`src/design/krt_pkg.sv`:
```
// Shared types and constants for the keyed record table.
// No dependencies; used by krt_cell and keyed_record_table.
package krt_pkg;

	// Default table size and the index width that goes with it
	localparam int CAPACITY_DEF = 32;
	localparam int IDX_W_DEF    = 5;

	// Command codes
	typedef enum logic [1:0] {
		CMD_ADD  = 2'd0,
		CMD_DEL  = 2'd1,
		CMD_READ = 2'd2,
		CMD_LIST = 2'd3
	} cmd_t;

	// Result status codes
	typedef enum logic [2:0] {
		ST_OK      = 3'd0,
		ST_FULL    = 3'd1,
		ST_DUP     = 3'd2,
		ST_MISSING = 3'd3,
		ST_EMPTY   = 3'd4
	} status_t;

	// Controller states
	typedef enum logic [1:0] {
		S_IDLE,
		S_SCAN,
		S_FINISH
	} state_t;

	// One stored record
	typedef struct packed {
		logic [31:0] key;
		logic [7:0]  year;
		logic [15:0] course_a;
		logic [7:0]  grade_a;
		logic [15:0] course_b;
		logic [7:0]  grade_b;
		logic [15:0] course_c;
		logic [7:0]  grade_c;
	} rec_t;

	// Broadcast control to the row of cells
	typedef struct packed {
		logic rotate;   // every cell takes its upper neighbor (ring)
		logic compact;  // cells at or above pos take their upper neighbor
		logic load;     // the cell at pos takes the new record
	} cell_ctl_t;

endpackage

```
`src/design/krt_cell.sv`:
```
// One slot of the record ring: holds a record and hands it to its lower neighbor.
// Depends on krt_pkg (rec_t, cell_ctl_t).
module krt_cell #(
	parameter int INDEX = 0,
	parameter int IDX_W = krt_pkg::IDX_W_DEF
) (
	input  logic               clk,
	input  krt_pkg::cell_ctl_t ctl,
	input  logic [IDX_W-1:0]   pos,
	input  krt_pkg::rec_t      nbr,
	input  krt_pkg::rec_t      new_rec,
	output krt_pkg::rec_t      rec
);

	localparam logic [IDX_W-1:0] MY_IDX = IDX_W'(INDEX);

	krt_pkg::rec_t rec_q;

	// Shift from the neighbor on rotate or compaction, else load on a matching write
	always_ff @(posedge clk) begin
		if (ctl.rotate || (ctl.compact && (MY_IDX >= pos))) begin
			rec_q <= nbr;
		end else if (ctl.load && (MY_IDX == pos)) begin
			rec_q <= new_rec;
		end
	end

	assign rec = rec_q;

endmodule

```
`config.mk`:
```
export PLATFORM = sky130hd
export DESIGN_NAME = krt_cell
export DESIGN_NICKNAME = d
export VERILOG_FILES = /design/src/design/krt_pkg.sv /design/src/design/krt_cell.sv
export SDC_FILE = /design/constraint.sdc
export NUM_CORES = 1
export LEC_CHECK = 0
export BUFFER_PORTS_ARGS = -buffer_cell sky130_fd_sc_hd__buf_2
export CAP_MARGIN = 10
export CORE_AREA = 2 2 135 137
export CTS_BUF_LIST = sky130_fd_sc_hd__clkbuf_16
export CTS_CLUSTER_DIAMETER = 80
export CTS_CLUSTER_SIZE = 24
export DETAILED_ROUTE_END_ITERATION = 12
export DIE_AREA = 0 0 137 139
export SLEW_MARGIN = 10
export SYNTH_ARGS = -nofsm -noshare
export SYNTH_HDL_FRONTEND = slang
export SYNTH_SLANG_ARGS = --single-unit
```
`constraint.sdc`:
```
create_clock -name clk -period 8.05 [get_ports clk]
set_input_delay 1.61 -clock clk [delete_from_list [all_inputs] [get_ports clk]]
set_output_delay 1.61 -clock clk [all_outputs]
set_load 0.005 [all_outputs]
```
==> results of run 1 <==
-- logic make-up after synthesis --
| logic type | Yosys count |
|---|---|
| and+or+nand+nor | 3 |
| DFF | 112 |
| buffers and inverters | 12 |
| muxes | 112 |
| AOI/OAI and AO/OA | 2 |
-- critical path: stages --
cell and delay [ns]:
buf_2 0.10, nor3_2 0.28, o211ai_1 0.19, nand2b_4 0.54, buf_4 0.75
-- through the flow --
| step | total power [W] | instances |
|---|---|---|
| floorplan | 0.0008117 | 241 |
| global placement | 0.0009325 | 805 |
| detailed placement | 0.0009366 | 805 |
| CTS | 0.001362 | 821 |
| global route | 0.001399 | 821 |
| finish | 0.001331 | 821 |
-- Yosys cell counts --
master | count | area share (%)
mux2_2 | 32 | 7.6
buf_4 | 1 | 0.16
edfxtp_1 | 112 | 70
nand2b_1 | 1 | 0.13
buf_6 | 8 | 1.9
nor3_2 | 1 | 0.21
a31oi_1 | 1 | 0.13
o211ai_1 | 1 | 0.16
mux2_1 | 80 | 19
nor2_1 | 1 | 0.079
buf_2 | 3 | 0.31
-- cell usage in the layout (no fill, tap or decap) --
cell type	Yosys	final
nor2_1	1	1
clkinv_2	0	1
edfxtp_1	112	112
buf_4	1	3
nand2b_4	0	1
nor3_2	1	1
mux2_1	80	80
buf_2	3	344
clkinv_1	0	2
a31oi_4	0	1
clkbuf_16	0	9
mux2_2	32	32
inv_6	0	1
o211ai_1	1	1
clkinv_4	0	3
-- power groups by stage --
stage	combinational [W]	sequential (W)	clock [W]
6_report	0.000195	0.000724	0.000413
5_1_grt	0.000214	0.000729	0.000456
4_1_cts	0.000200	0.000725	0.000437
3_5_place_dp	0.000199	0.000738	0
3_3_place_gp	0.000196	0.000736	0
2_1_floorplan	0.0000623	0.000749	0
-- layer usage --
metal	vias to the layer above	global-route usage, %
li1	1640	-
met1	1562	12.30
met2	208	23.83
met3	9	4.094
met4	0	4.666
met5	-	0
-- final timing paths --
path	start	end	slack, ns	depth (start not counted)
worst max-delay path	pos[4]	rec[14]$_DFFE_PP_	4.46	5
worst min-delay path	nbr[43]	rec[43]$_DFFE_PP_	1.54	2
-- layout make-up --
class                           instances  area, um^2
Tap cell                              229       286.5
Timing Repair Buffer                  347        1744
Multi-Input combinational cell        117        1318
Clock inverter                          7       47.55
Fill cell                            1672       10670
Sequential cell                       112        3363
Clock buffer                            9       225.2
==> flow_summary.ini, run 1 <==
[final_layout]
largest_reg_flops = 112
drive_gt1_share_pct = 66.89
area_growth_pct = 46.39
post-route-util_pct = 39.56
diodes = 0
nNetsFinal = 820
postLayoutCellArea_um2 = 6984

[yosys]
synthSimpleGateAreaFrac_pct = 0.4196
synth_compound_area_share_pct = 0.2885
synth_xor_xnor_area_share_pct = 0
synth-seq-cells = 112
synthCells = 241
yosysWarnings = 0
ys_types = 11
synthesis.nets = 474
synth_top_family_by_area = multiplexers
synth.avg_cell_area_um2 = 19.80
syn_area_um2 = 4771
synthAdderAreaFrac_pct = 0
muxShareOfSynthArea_pct = 26.44
ys_seq_area_share_pct = 70.50

[clocking]
cts_tree = done
cts_buffers = 9
cts_sinks = 112
htreeDepth = 3
post-cts-setup-buffers = 0
cts.repair.resized = 0
clock_path_buffers = 2
root_buffer = clkbuf_16
path_clk_slew_ns = 0.07
hold_buffers = 0

[grt]
grt_usage_pct = 12.52
antenna_found_initial = 0
grt-ovfl-total = 0
grt_pass1_vias = 3567
grt_max_degree = 64
grt_pass1_wl_um = 17820

[timing]
whs_ns = 1.542
worst-slew-pin-transition_ns = 0.8039
finalMaxSlewViolations = 0
rsz0062_at_grt = false
setup_viol = 0
finalCriticalPeriod_ns = 3.589
fin_crit_sh_pct = 44.59
timing.final.ws_setup_ns = 4.461
max_freq_ghz = 0.2786
relSlewSlack_pct = 46.41
tns_ns = 0
hold_viol_final = 0

[floorplan]
core_um2 = 17660
fp.dieH_um = 139
dieArea_um2 = 19040
rows = 49
ios = 345
initial_core_util_pct = 27.02
die_w_um = 137

[pwr]
peakVddDrop_mv = 0.1113
p_int_w = 0.001029
p_seq_share_pct = 54.4
switching_share_pct = 22.69
p_clk_share_pct = 31.0
p_switching_w = 0.0003021
powerDensity_nw_per_um2 = 190.6
p_leak_nw = 3.065
p_comb_share_pct = 14.6

[worst_setup_path]
crit_required_ns = 8.03
critPathLaunchType = primary input
path_class = in -> reg
crit_arrival_ns = 3.57
path_max_fanout = 63
critPathCaptureType = flop

[detailed_routing]
drcViolationCount = 0
antenna_left = 0
met3WireLength_um = 1185
first_pass_iters = 4
wl_um = 12520
drtIter0Drc = 67
post_drt_wl_per_cell_um = 15.25
wl_met2_um = 6626
highest_layer = met4
viasPerCell = 4.164
vias = 3419
met1_length_um = 4542

[place]
placed_cell_area_um2 = 6711
port_buffers = 344
place.gp.congestion = 0.8299
pre_cts_slack_ns = 4.062
dpl.hpwl_um = 9944

[outcome]
status = complete, no violations

[flow_run]
maxCapViolCount = 0

[min_path]
hold_path.class = in -> reg
Power figures use the tool's default switching activity.
==> inputs of run 2 (changes only) <==
==> constraint.sdc (replaced) <==
create_clock -name clk -period 3.48 [get_ports clk]
set_input_delay 0.696 -clock clk [delete_from_list [all_inputs] [get_ports clk]]
set_output_delay 0.696 -clock clk [all_outputs]
set_load 0.005 [all_outputs]
==> run 2 against run 1 <==
Combinational power rose by 130%. Sequential power is 130% higher. Wire length rose by 1.2%. Non-clock buffer count up 2. Design area increased by 0.38%. Total power is 130% higher. Clock power is 130% higher. Via count up 1.5%. Core utilization increased by 0.15 points. Global-route usage increased by 0.099 points. Die area unchanged. Critical endpoint is now rec[48]$_DFFE_PP_. Largest power group unchanged.
==> flow_summary.ini, run 2 (synthesized netlist as in run 1, its figures left out) <==
[timing]
finalCriticalPeriod_ns = 2.105
setup_viol = 0
rsz0062_at_grt = false
fin_crit_sh_pct = 60.48
relSlewSlack_pct = 52.81
tns_ns = 0
hold_viol_final = 0
whs_ns = 0.6290
worst-slew-pin-transition_ns = 0.7078
max_freq_ghz = 0.4751
finalMaxSlewViolations = 0

[final_layout]
diodes = 0
largest_reg_flops = 112
most-common-layout-cells = buf_2, edfxtp_1, mux2_1
drive_gt1_share_pct = 66.84
final_common_cell = buf_2
fill_cells = 1702
layout.cells.non_filler = 823
nNetsFinal = 822
area_growth_pct = 46.94
post-route-util_pct = 39.70

[floorplan]
dieArea_um2 = 19040
rows = 49
initial_core_util_pct = 27.02
fp.dieH_um = 139
die_w_um = 137
ios = 345
core_um2 = 17660

[grt]
grt_usage_pct = 12.62
grt_pass1_vias = 3636
grt_pass1_wl_um = 18060
grt-ovfl-total = 0
antenna_found_initial = 0
grt_max_degree = 58

[worst_setup_path]
critPathCaptureType = flop
crit_chain = buf_2, nor3_2, o211ai_1, nand2b_4, buf_4
critPathLaunchType = primary input
crit_buf_inv = 2
slowest_delay_ns = 0.46
crit_arrival_ns = 2.13
crit_required_ns = 3.51
critPathTopFamily = simple AND/OR/NAND/NOR gates
path_class = in -> reg
worst_path_max_delay_cell = nand2b_4
path_max_fanout = 37

[clocking]
path_clk_slew_ns = 0.08
post-cts-setup-buffers = 0
clock_path_buffers = 2
cts_buffers = 9
hold_buffers = 0
cts_sinks = 112
cts_tree = done
cts.repair.resized = 0
root_buffer = clkbuf_16
htreeDepth = 3

[place]
place.gp.congestion = 0.7784
dpl.cell_count = 807
dpl.hpwl_um = 10190
port_buffers = 344

[detailed_routing]
wl_um = 12680
first_pass_iters = 4
post_drt_wl_per_cell_um = 15.40
vias = 3470
antenna_left = 0
drcViolationCount = 0
drtIter0Drc = 84
viasPerCell = 4.216

[min_path]
hold_path.class = in -> reg

[pwr]
power.total_w = 0.003080
p_switching_w = 0.0006966
peakVddDrop_mv = 0.2954
p_seq_share_pct = 54.4
switching_share_pct = 22.62
p_int_w = 0.002383
p_comb_share_pct = 14.7
powerDensity_nw_per_um2 = 439.3
p_leak_nw = 3.085
p_clk_share_pct = 30.9

[outcome]
status = complete, no violations

[flow_run]
maxCapViolCount = 0
[run 2: cell count changes in the layout (fill, tap and decap cells not counted), sizes merged]
cell	change
clkinv	-3
inv	+3
buf	+2
[run 2: cell type report]
type / instances / area, um^2 / share of cell area [%]
Clock buffer: 9 / 225.2 / 3.213
Clock inverter: 7 / 46.29 / 0.6604
Multi-Input combinational cell: 117 / 1318 / 18.79
Sequential cell: 112 / 3363 / 47.97
Tap cell: 229 / 286.5 / 4.087
Timing Repair Buffer: 349 / 1772 / 25.27
[run 2: power groups by stage]
stage	registers [W]	clock network, W	logic (W)
after floorplan	0.00173	0	0.000145
after global placement	0.00171	0	0.000455
after detailed placement	0.00171	0	0.000464
after CTS	0.00168	0.000997	0.000466
after global routing	0.00169	0.00105	0.000501
final	0.00168	0.000952	0.000452
[run 2: path summary, 6_finish.rpt]
check / startpoint / end / slack [ns] / cells past startpoint
worst max-delay path: pos[4] / rec[48]$_DFFE_PP_ / 1.38 / 5
worst min-delay path: nbr[72] / rec[72]$_DFFE_PP_ / 0.63 / 2
[run 2: layer usage]
layer	vias to the layer above	wire length, um	share of wire [%]	global-route usage (%)
li1	1645	-	-	-
met1	1601	4566	36	12.88
met2	215	6621	52	23.54
met3	9	1308	10	3.911
met4	0	181	1.4	4.883
met5	-	0	0	0
[run 2: through the flow]
step,worst slack (ns),instance area (um^2)
global placement,1.074,6739
CTS,1.373,7010
detailed placement,0.9970,6739
finish,1.375,7010
global route,1.257,7010
floorplan,0.6915,4773
